<file path="config.mk">
export PLATFORM = sky130hd
export DESIGN_NAME = quadrature_decoder_with_acceleration_core
export DESIGN_NICKNAME = d
export VERILOG_FILES = /design/src/sv/qdacc_pkg.sv /design/src/sv/qdacc_cfg_regs.sv /design/src/sv/qdacc_gray_decode.sv /design/src/sv/qdacc_step_select.sv /design/src/sv/quadrature_decoder_with_acceleration_core.sv
export VERILOG_INCLUDE_DIRS = /design/src /design/src/sv
export SDC_FILE = /design/constraint.sdc
export NUM_CORES = 1
export LEC_CHECK = 0
export ABC_AREA = 0
export BUFFER_PORTS_ARGS = -buffer_cell sky130_fd_sc_hd__buf_2
export CAP_MARGIN = 20
export CORE_ASPECT_RATIO = 1.4
export CORE_MARGIN = 2
export CORE_UTILIZATION = 61
export CTS_BUF_LIST = sky130_fd_sc_hd__clkbuf_16
export CTS_CLUSTER_SIZE = 8
export DETAILED_ROUTE_END_ITERATION = 7
export GPL_ROUTABILITY_DRIVEN = 1
export PLACE_DENSITY = 0.89
export SYNTH_ARGS = -nofsm -noshare
export SYNTH_HDL_FRONTEND = slang
export SYNTH_SLANG_ARGS = --single-unit
export TNS_END_PERCENT = 100
</file>
<file path="constraint.sdc">
create_clock -name clk -period 11.17 [get_ports clk]
set_input_delay 1.6755 -clock clk [delete_from_list [all_inputs] [get_ports clk]]
set_output_delay 1.6755 -clock clk [all_outputs]
set_load 0.01 [all_outputs]
</file>
<file path="src/sv/quadrature_decoder_with_acceleration_core_assert.svh">
// Assertion macros for the quadrature decoder core.
// Both macros expect a signal named clk, and QDACC_ASSERT also rst_n, in the scope where used.
`ifndef QUADRATURE_DECODER_WITH_ACCELERATION_CORE_ASSERT_SVH
`define QUADRATURE_DECODER_WITH_ACCELERATION_CORE_ASSERT_SVH

`ifndef NO_ASSERTIONS

// Checked property that is ignored while reset is asserted.
`define QDACC_ASSERT(lbl, prop) \
    lbl: assert property (@(posedge clk) disable iff (!rst_n) prop) \
        else $error("qdacc assertion failed");

// Checked property that is evaluated during reset as well.
`define QDACC_ASSERT_ALWAYS(lbl, prop) \
    lbl: assert property (@(posedge clk) prop) \
        else $error("qdacc assertion failed");

`else

`define QDACC_ASSERT(lbl, prop)
`define QDACC_ASSERT_ALWAYS(lbl, prop)

`endif

`endif

</file>
<file path="src/sv/qdacc_pkg.sv">
`default_nettype none

package qdacc_pkg;

    localparam int DELTA_WIDTH     = 16;
    localparam int TIME_WIDTH      = 32;
    localparam int GAP_WIDTH       = 32;
    localparam int STEP_WIDTH      = 7;
    localparam int STEP_OUT_WIDTH  = 8;
    localparam int DELTA_OUT_WIDTH = 16;
    localparam int ACC_WIDTH       = 4;
    localparam int CFG_DATA_WIDTH  = 32;
    localparam int CFG_INDEX_WIDTH = 3;

    // Gap compare runs at the wider of the time and gap widths.
    localparam int CMP_WIDTH = (TIME_WIDTH > GAP_WIDTH) ? TIME_WIDTH : GAP_WIDTH;
    // Delta sum has headroom for the step before saturation.
    localparam int SUM_WIDTH = DELTA_WIDTH + 2;

    localparam logic signed [SUM_WIDTH-1:0] DELTA_MAX =
        SUM_WIDTH'($signed({1'b0, {(DELTA_WIDTH-1){1'b1}}}));
    localparam logic signed [SUM_WIDTH-1:0] DELTA_MIN =
        SUM_WIDTH'($signed({1'b1, {(DELTA_WIDTH-1){1'b0}}}));

    localparam logic [GAP_WIDTH-1:0] UNITS_PER_MS     = GAP_WIDTH'(240000);
    localparam logic [GAP_WIDTH-1:0] FAST_GAP_RESET   = GAP_WIDTH'(2 * 240000);
    localparam logic [GAP_WIDTH-1:0] MEDIUM_GAP_RESET = GAP_WIDTH'(5 * 240000);
    localparam logic [GAP_WIDTH-1:0] SLOW_GAP_RESET   = GAP_WIDTH'(15 * 240000);
    localparam logic [STEP_WIDTH-1:0] FAST_STEP_RESET   = STEP_WIDTH'(8);
    localparam logic [STEP_WIDTH-1:0] MEDIUM_STEP_RESET = STEP_WIDTH'(4);
    localparam logic [STEP_WIDTH-1:0] SLOW_STEP_RESET   = STEP_WIDTH'(2);
    localparam logic [STEP_WIDTH-1:0] BASE_STEP_RESET   = STEP_WIDTH'(1);

    // Both pins high is the rest position between detents.
    localparam logic [1:0] PINS_IDLE = 2'b11;

    // Move from {previous, current} pin state: +1, -1 or none.
    localparam logic signed [1:0] MOVE_TABLE [16] = '{
         2'sd0,  2'sd1, -2'sd1,  2'sd0,
        -2'sd1,  2'sd0,  2'sd0,  2'sd1,
         2'sd1,  2'sd0,  2'sd0, -2'sd1,
         2'sd0, -2'sd1,  2'sd1,  2'sd0
    };

    typedef enum logic [CFG_INDEX_WIDTH-1:0] {
        CFG_FAST_GAP    = 3'd0,
        CFG_MEDIUM_GAP  = 3'd1,
        CFG_SLOW_GAP    = 3'd2,
        CFG_FAST_STEP   = 3'd3,
        CFG_MEDIUM_STEP = 3'd4,
        CFG_SLOW_STEP   = 3'd5,
        CFG_BASE_STEP   = 3'd6
    } cfg_index_t;

    typedef enum logic {
        OP_SAMPLE = 1'b0,
        OP_READ   = 1'b1
    } op_t;

    typedef struct packed {
        op_t                   operation;
        logic                  clk_level;
        logic                  dt_level;
        logic                  button_level;
        logic [31:0]           timestamp;
    } in_item_t;

    typedef struct packed {
        logic signed [DELTA_OUT_WIDTH-1:0] delta_out;
        logic signed [STEP_OUT_WIDTH-1:0]  step_applied;
        logic                              button_pressed;
    } out_item_t;

    typedef struct packed {
        logic [GAP_WIDTH-1:0]  fast_gap;
        logic [GAP_WIDTH-1:0]  medium_gap;
        logic [GAP_WIDTH-1:0]  slow_gap;
        logic [STEP_WIDTH-1:0] fast_step;
        logic [STEP_WIDTH-1:0] medium_step;
        logic [STEP_WIDTH-1:0] slow_step;
        logic [STEP_WIDTH-1:0] base_step;
    } cfg_t;

    typedef struct packed {
        logic                        detent;
        logic                        step_down;
        logic signed [ACC_WIDTH-1:0] acc_next;
    } decode_t;

endpackage

`default_nettype wire

</file>
<file path="src/sv/qdacc_cfg_regs.sv">
`default_nettype none

module qdacc_cfg_regs (
    input  logic                                 clk,
    input  logic                                 rst_n,
    input  logic                                 wr_en,
    input  logic [qdacc_pkg::CFG_INDEX_WIDTH-1:0] index,
    input  logic [qdacc_pkg::CFG_DATA_WIDTH-1:0]  wr_data,
    output qdacc_pkg::cfg_t                      cfg
);
    import qdacc_pkg::*;

    cfg_t cfg_reg;
    cfg_t cfg_next;

    always_comb
    begin
        cfg_next = cfg_reg;
        if (wr_en)
        begin
            unique case (cfg_index_t'(index))
                CFG_FAST_GAP:    cfg_next.fast_gap    = GAP_WIDTH'(wr_data);
                CFG_MEDIUM_GAP:  cfg_next.medium_gap  = GAP_WIDTH'(wr_data);
                CFG_SLOW_GAP:    cfg_next.slow_gap    = GAP_WIDTH'(wr_data);
                CFG_FAST_STEP:   cfg_next.fast_step   = wr_data[STEP_WIDTH-1:0];
                CFG_MEDIUM_STEP: cfg_next.medium_step = wr_data[STEP_WIDTH-1:0];
                CFG_SLOW_STEP:   cfg_next.slow_step   = wr_data[STEP_WIDTH-1:0];
                CFG_BASE_STEP:   cfg_next.base_step   = wr_data[STEP_WIDTH-1:0];
                default:         cfg_next = cfg_reg;
            endcase
        end
    end

    always_ff @(posedge clk or negedge rst_n)
    begin
        if (!rst_n)
        begin
            cfg_reg.fast_gap    <= FAST_GAP_RESET;
            cfg_reg.medium_gap  <= MEDIUM_GAP_RESET;
            cfg_reg.slow_gap    <= SLOW_GAP_RESET;
            cfg_reg.fast_step   <= FAST_STEP_RESET;
            cfg_reg.medium_step <= MEDIUM_STEP_RESET;
            cfg_reg.slow_step   <= SLOW_STEP_RESET;
            cfg_reg.base_step   <= BASE_STEP_RESET;
        end
        else
        begin
            cfg_reg <= cfg_next;
        end
    end

    assign cfg = cfg_reg;

endmodule

`default_nettype wire

</file>
<file path="src/sv/qdacc_gray_decode.sv">
`default_nettype none

module qdacc_gray_decode (
    input  logic [1:0]                               pins,
    input  logic [1:0]                               prev_pins,
    input  logic signed [qdacc_pkg::ACC_WIDTH-1:0]   acc,
    output qdacc_pkg::decode_t                       dec
);
    import qdacc_pkg::*;

    logic signed [1:0]           move;
    logic signed [ACC_WIDTH:0]   acc_sum;
    logic signed [ACC_WIDTH-1:0] acc_sat;

    always_comb
    begin
        move    = MOVE_TABLE[{prev_pins, pins}];
        acc_sum = (ACC_WIDTH+1)'(acc) + (ACC_WIDTH+1)'(move);

        // The accumulator holds its range rather than wrapping.
        if (acc_sum > (ACC_WIDTH+1)'(signed'(4'sd7)))
        begin
            acc_sat = 4'sd7;
        end
        else if (acc_sum < (ACC_WIDTH+1)'(signed'(-4'sd8)))
        begin
            acc_sat = -4'sd8;
        end
        else
        begin
            acc_sat = acc_sum[ACC_WIDTH-1:0];
        end

        dec.acc_next  = acc;
        dec.detent    = 1'b0;
        dec.step_down = 1'b0;
        if (move != 2'sd0)
        begin
            if (pins == PINS_IDLE)
            begin
                // Landing on rest closes the detent; its direction opposes
                // the sign of the accumulated moves.
                dec.acc_next  = '0;
                dec.detent    = (acc_sat != '0);
                dec.step_down = (acc_sat > 4'sd0);
            end
            else
            begin
                dec.acc_next = acc_sat;
            end
        end
    end

endmodule

`default_nettype wire

</file>
<file path="src/sv/qdacc_step_select.sv">
`default_nettype none

module qdacc_step_select (
    input  logic [qdacc_pkg::TIME_WIDTH-1:0] now,
    input  logic [qdacc_pkg::TIME_WIDTH-1:0] last_time,
    input  qdacc_pkg::cfg_t                  cfg,
    output logic [qdacc_pkg::STEP_WIDTH-1:0] mag
);
    import qdacc_pkg::*;

    logic [TIME_WIDTH-1:0] gap;
    logic [CMP_WIDTH-1:0]  gap_ext;

    always_comb
    begin
        // Time counter wraps, so the difference is taken modulo its width.
        gap     = now - last_time;
        gap_ext = CMP_WIDTH'(gap);
        priority if (gap_ext < CMP_WIDTH'(cfg.fast_gap))
        begin
            mag = cfg.fast_step;
        end
        else if (gap_ext < CMP_WIDTH'(cfg.medium_gap))
        begin
            mag = cfg.medium_step;
        end
        else if (gap_ext < CMP_WIDTH'(cfg.slow_gap))
        begin
            mag = cfg.slow_step;
        end
        else
        begin
            mag = cfg.base_step;
        end
    end

endmodule

`default_nettype wire

</file>
<file path="src/sv/quadrature_decoder_with_acceleration_core.sv">
//  Channel | Direction | Handshake           | Payload
//  --------+-----------+---------------------+-------------------------------
//  in      | input     | in_valid / in_ready | in_data  (operation, pins, time)
//  out     | output    | out_valid/out_ready | out_data (delta, step, button)
//  cfg     | input     | cfg_wr_en           | cfg_index, cfg_wr_data
//
//  Each transaction passes an input register and a result register, and one
//  transaction is accepted every cycle while out_ready holds.
//  The decoder state updates in the same cycle the result register loads, so
//  back-to-back samples see each other's effect without bubbles.
//  rst_n sets the pin history to rest and clears accumulator, detent time, delta and valid flags.
//  A stalled output holds its result; the input register keeps one more
//  transaction and in_ready drops only when both stages are full.
`default_nettype none
`include "quadrature_decoder_with_acceleration_core_assert.svh"

module quadrature_decoder_with_acceleration_core (
    input  logic                                 clk,
    input  logic                                 rst_n,
    input  logic                                 in_valid,
    output logic                                 in_ready,
    input  qdacc_pkg::in_item_t                  in_data,
    output logic                                 out_valid,
    input  logic                                 out_ready,
    output qdacc_pkg::out_item_t                 out_data,
    input  logic                                 cfg_wr_en,
    input  logic [qdacc_pkg::CFG_INDEX_WIDTH-1:0] cfg_index,
    input  logic [qdacc_pkg::CFG_DATA_WIDTH-1:0]  cfg_wr_data
);
    import qdacc_pkg::*;

    // Handshake and pipeline control.
    logic      s1_valid_reg;
    logic      s1_valid_next;
    in_item_t  s1_item_reg;
    logic      out_valid_reg;
    logic      out_valid_next;
    out_item_t out_item_reg;
    out_item_t out_item_next;
    logic      in_fire;
    logic      out_free;
    logic      work_fire;

    // Decoder state.
    logic [1:0]                    prev_pins_reg;
    logic [1:0]                    prev_pins_next;
    logic signed [ACC_WIDTH-1:0]   acc_reg;
    logic signed [ACC_WIDTH-1:0]   acc_next;
    logic [TIME_WIDTH-1:0]         last_time_reg;
    logic [TIME_WIDTH-1:0]         last_time_next;
    logic signed [DELTA_WIDTH-1:0] delta_total_reg;
    logic signed [DELTA_WIDTH-1:0] delta_total_next;

    // Work on the item held in the input register.
    cfg_t                              cfg;
    decode_t                           dec;
    logic [1:0]                        cur_pins;
    logic [TIME_WIDTH-1:0]             now;
    logic [STEP_WIDTH-1:0]             mag;
    logic signed [STEP_OUT_WIDTH-1:0]  step_val;
    logic signed [SUM_WIDTH-1:0]       delta_sum;
    logic signed [DELTA_OUT_WIDTH-1:0] delta_view;

    assign out_free  = !out_valid_reg || out_ready;
    assign in_ready  = !s1_valid_reg || out_free;
    assign in_fire   = in_valid && in_ready;
    assign work_fire = s1_valid_reg && out_free;

    assign cur_pins = {s1_item_reg.clk_level, s1_item_reg.dt_level};
    assign now      = TIME_WIDTH'(s1_item_reg.timestamp);

    qdacc_cfg_regs u_cfg_regs (
        .clk     (clk),
        .rst_n   (rst_n),
        .wr_en   (cfg_wr_en),
        .index   (cfg_index),
        .wr_data (cfg_wr_data),
        .cfg     (cfg)
    );

    qdacc_gray_decode u_gray_decode (
        .pins      (cur_pins),
        .prev_pins (prev_pins_reg),
        .acc       (acc_reg),
        .dec       (dec)
    );

    qdacc_step_select u_step_select (
        .now       (now),
        .last_time (last_time_reg),
        .cfg       (cfg),
        .mag       (mag)
    );

    always_comb
    begin
        // Signed step for a detent: magnitude from the speed bands, sign
        // from the detent direction.
        if (dec.step_down)
        begin
            step_val = -$signed({1'b0, mag});
        end
        else
        begin
            step_val = $signed({1'b0, mag});
        end

        delta_sum  = SUM_WIDTH'(delta_total_reg) + SUM_WIDTH'(step_val);
        // The read result carries the low bits of the sign-extended total.
        delta_view = DELTA_OUT_WIDTH'(delta_total_reg);

        prev_pins_next   = prev_pins_reg;
        acc_next         = acc_reg;
        last_time_next   = last_time_reg;
        delta_total_next = delta_total_reg;

        out_item_next.delta_out      = '0;
        out_item_next.step_applied   = '0;
        out_item_next.button_pressed = !s1_item_reg.button_level;

        if (work_fire)
        begin
            unique case (s1_item_reg.operation)
                OP_READ:
                begin
                    out_item_next.delta_out = delta_view;
                    delta_total_next        = '0;
                end
                OP_SAMPLE:
                begin
                    prev_pins_next = cur_pins;
                    acc_next       = dec.acc_next;
                    if (dec.detent)
                    begin
                        out_item_next.step_applied = step_val;
                        last_time_next             = now;
                        // The running delta clamps at its signed limits.
                        priority if (delta_sum > DELTA_MAX)
                        begin
                            delta_total_next = DELTA_MAX[DELTA_WIDTH-1:0];
                        end
                        else if (delta_sum < DELTA_MIN)
                        begin
                            delta_total_next = DELTA_MIN[DELTA_WIDTH-1:0];
                        end
                        else
                        begin
                            delta_total_next = delta_sum[DELTA_WIDTH-1:0];
                        end
                    end
                end
                default:
                begin
                    delta_total_next = delta_total_reg;
                end
            endcase
        end
    end

    always_comb
    begin
        if (in_fire)
        begin
            s1_valid_next = 1'b1;
        end
        else if (out_free)
        begin
            s1_valid_next = 1'b0;
        end
        else
        begin
            s1_valid_next = s1_valid_reg;
        end

        if (out_free)
        begin
            out_valid_next = s1_valid_reg;
        end
        else
        begin
            out_valid_next = out_valid_reg;
        end
    end

    always_ff @(posedge clk or negedge rst_n)
    begin
        if (!rst_n)
        begin
            s1_valid_reg    <= 1'b0;
            out_valid_reg   <= 1'b0;
            prev_pins_reg   <= PINS_IDLE;
            acc_reg         <= '0;
            last_time_reg   <= '0;
            delta_total_reg <= '0;
        end
        else
        begin
            s1_valid_reg    <= s1_valid_next;
            out_valid_reg   <= out_valid_next;
            prev_pins_reg   <= prev_pins_next;
            acc_reg         <= acc_next;
            last_time_reg   <= last_time_next;
            delta_total_reg <= delta_total_next;
        end
    end

    // Payload registers carry no reset.
    always_ff @(posedge clk)
    begin
        if (in_fire)
        begin
            s1_item_reg <= in_data;
        end
        if (work_fire)
        begin
            out_item_reg <= out_item_next;
        end
    end

    assign out_valid = out_valid_reg;
    assign out_data  = out_item_reg;

    // A read leaves the running delta cleared for the next transaction.
    `QDACC_ASSERT(a_read_clears_delta,
        work_fire && (s1_item_reg.operation == OP_READ) |=> delta_total_reg == '0)

    // A pin sample always becomes the new pin history.
    `QDACC_ASSERT(a_pins_tracked,
        work_fire && (s1_item_reg.operation == OP_SAMPLE) |=> prev_pins_reg == $past(cur_pins))

    // A result never carries both a read delta and a step.
    `QDACC_ASSERT(a_read_or_step,
        out_valid_reg && (out_item_reg.delta_out != '0) |-> out_item_reg.step_applied == '0)

    // Nothing reaches the output stage without an item in the input register.
    `QDACC_ASSERT_ALWAYS(a_out_from_stage,
        rst_n && !$past(s1_valid_reg) && $past(rst_n) && !$past(out_valid_reg) |-> !out_valid_reg)

endmodule

`default_nettype wire
</file>
==> flow_summary_export.csv <==
group,metric,value,unit
worst_setup_path,critPathMaxFanout,19,
synthesis,netlist.area_leader.share,0.271,
synthesis,synth-edff-count,61,
worst_hold_path,min_delay_worst_endpoint,"out_valid",
global_routing,grt_pass1_vias,10900,
status,status,"complete, no violations",
worst_hold_path,hold_start,"s1_valid_reg",
clocking,clk_path_buf_depth,3,
synthesis,synth_seq_cells,241,
clocking,cts.clk_slew.worst_paths,0.05,ns
worst_hold_path,min_path_type,"reg2reg",
synthesis,synth.distinct_cells,76,
synthesis,synthTopCellsByCount,"nand2_1, o21ai_0, dfrtp_1, inv_1, ha_1",
drt,drt-pass1-iter-count,5,
worst_setup_path,r2r_cells,42,
cells_and_area,antenna_cells,0,
worst_setup_path,path_class,"reg2reg",
sta,grt_setup_unrepaired,"no",
global_routing,track_usage,0.269,
cells_and_area,largest_register_ffs,124,
power_and_ir_drop,ir_drop,182,uV
sta,finalHoldViolations,0,
synthesis,synth_top_area_cell,"dfrtp_1",
clocking,clk_latency,0.51,ns
flow_run,cap_violations,0,
drt,drc,0,
global_routing,met1_usage,0.316,
worst_setup_path,r2r_setup_slack,1.19,ns
global_routing,grt_use_met3,0.0382,
floorplanning,core-area,21900,um2
synthesis,syn_nets,1593,
floorplanning,fp.dieW,130,um
worst_setup_path,crit_family,"compound AO/OA/AOI/OAI gates",
clocking,cts.repair.resized,0,
global_routing,grt_max_degree,119,
placed_design,gp_congestion,0.915,
global_routing,grt_use_met2,0.471,
cells_and_area,drive_gt1_frac,0.161,
worst_hold_path,holdPathStages,1,
sta,min_period_over_period,0.893,
synthesis,synthFlopType,"dfrtp_1",
sta,finalMaxSlewViolations,0,
worst_setup_path,startpoint_type,"flip-flop",
clocking,cts_root_buf,"clkbuf_16",
worst_setup_path,timing.rr.end,"delta_total_reg[7]",
global_routing,overflow,0,
sta,setup_viol,0,
drt,wire_per_inst,17.1,um
synthesis,async_flop_share,0.747,
sta,holdWs,0.480,ns
synthesis,ys_seq_area_frac,0.467,
sta,tightest_slew,1.12,ns
sta,tns,0,ns
cells_and_area,nets,1705,
sta,post-route-min-period,9.98,ns
worst_setup_path,worstReg2RegStart,"now[0]",
clocking,htree_levels,2,
placed_design,dp.final_hpwl,22.1,mm
sta,final.setup_skew,0.0150,ns
sta,fmax,100,MHz
synthesis,syn-cell-area,13700,um2
drt,drt_iter0_markers,709,
floorplanning,core.rowCount,64,
drt,antenna_left,0,
global_routing,top_usage_layer,"met2",
cells_and_area,syn_to_final_growth,13.8,%
worst_setup_path,required,11.60,ns
drt,post_drt_via_cell_ratio,5.85,
global_routing,antenna_found_initial,0,
clocking,cts_setup_buffers,0,
floorplanning,ioPinCount,103,
worst_setup_path,critPathCaptureType,"flip-flop",
floorplanning,dieHeight,181,um
floorplanning,start_util,0.622,
drt,vias,10600,
synthesis,syn_area_per_cell,9.94,um2
worst_setup_path,critPathMaxStageDelay,0.83,ns
worst_setup_path,crit_arrival,10.41,ns
floorplanning,floorplan.die_area,23600,um2
cells_and_area,fillers,1539,
worst_setup_path,crit_path_top_delay_cell,"a311oi_2",
clocking,cts_hold_buf,0,
synthesis,yosysWarnings,0,
clocking,cts_tree,"built",
clocking,clock_sinks,241,
synthesis,synthCells,1373,
power_and_ir_drop,p_leak,7.17,nW
global_routing,grt_pass1_wl,51.1,mm
placed_design,io_buffers,102,
sta,maxSlewHeadroom,0.246,
synthesis,synth_most_common_cell,"nand2_1",
drt,routed_wl,31.0,mm
worst_setup_path,crit_buf_inv,2,
worst_setup_path,cp_common_cell,"a21oi_1",
synthesis,synth.area.top_cells,"dfrtp_1, edfxtp_1, ha_1, dfstp_2, o21ai_0",
power_and_ir_drop,powerDensity,314,nW/um2
clocking,cts_made_buffers,36,
-- per-layer routing --
metal / part of all wire / vias up
met5: 0 / -
met4: 0.054 / 0
met3: 0.050 / 128
met2: 0.51 / 379
met1: 0.38 / 5039
li1: - / 5037
-- worst max path at each step --
stage	from	end	slack [ns]	cells after the start
after floorplan	now[0]	delta_total_reg[10]	2.96	43
after global placement	now[0]	delta_total_reg[10]	1.84	42
after detailed placement	now[0]	delta_total_reg[12]	1.42	42
after CTS	now[0]	delta_total_reg[12]	1.30	42
after global routing	now[0]	delta_total_reg[7]	0.18	42
final	now[0]	delta_total_reg[7]	1.19	42
-- layout make-up --
| cell class | instances | area (um2) | share of cell area |
|---|---|---|---|
| clock buffers | 37 | 926 | 0.0596 |
| flip-flops and latches | 241 | 6380 | 0.410 |
| inverters | 144 | 541 | 0.0348 |
| well taps | 297 | 372 | 0.0239 |
| clock inverters | 27 | 116 | 0.00749 |
| repair buffers | 110 | 609 | 0.0392 |
| multi-input cells | 952 | 6600 | 0.425 |
-- power breakdown --
group / leakage, nW / switching [W] / internal (W)
Combinational: 3.83 / 0.00161 / 0.00107
Sequential: 2.75 / 0.0000908 / 0.00113
Clock: 0.597 / 0.000383 / 0.000593
-- cells by family (layout without fill, tap and decap cells) --
kind of cell	count (synthesis)	count (layout)	synth area share
flops	241	241	0.467
simple gates	363	363	0.127
buf+inv	180	318	0.0510
compound gates	360	360	0.159
mux	38	38	0.0319
xor+xnor	44	44	0.0282
fa+ha+maj	147	147	0.136
-- metrics by stage --
stage,setup WS (ns),utilization,power [W],cell area (um2),instances
detailed placement,1.42,0.658,0.00382,14400,1742
CTS,1.30,0.706,0.00484,15500,1806
floorplan,2.96,-,0.00319,13700,1373
global route,0.176,0.708,0.00527,15500,1808
global placement,1.84,0.658,0.00366,14400,1741
finish,1.19,0.708,0.00488,15500,1808
-- placed cells by master (no fill, tap or decap), types with 30 or more instances in the layout --
cell type / Yosys / final
mux2_2: 34 / 34
xnor2_1: 30 / 30
nor2_1: 45 / 45
clkbuf_16: 0 / 37
buf_2: 1 / 101
and2_1: 34 / 32
dfrtp_1: 148 / 148
nand2_1: 179 / 179
a21oi_1: 76 / 76
inv_1: 144 / 168
dfstp_2: 32 / 32
ha_1: 141 / 141
edfxtp_1: 61 / 61
o21ai_0: 163 / 163
No activity file was read; power rests on OpenSTA's default activity.
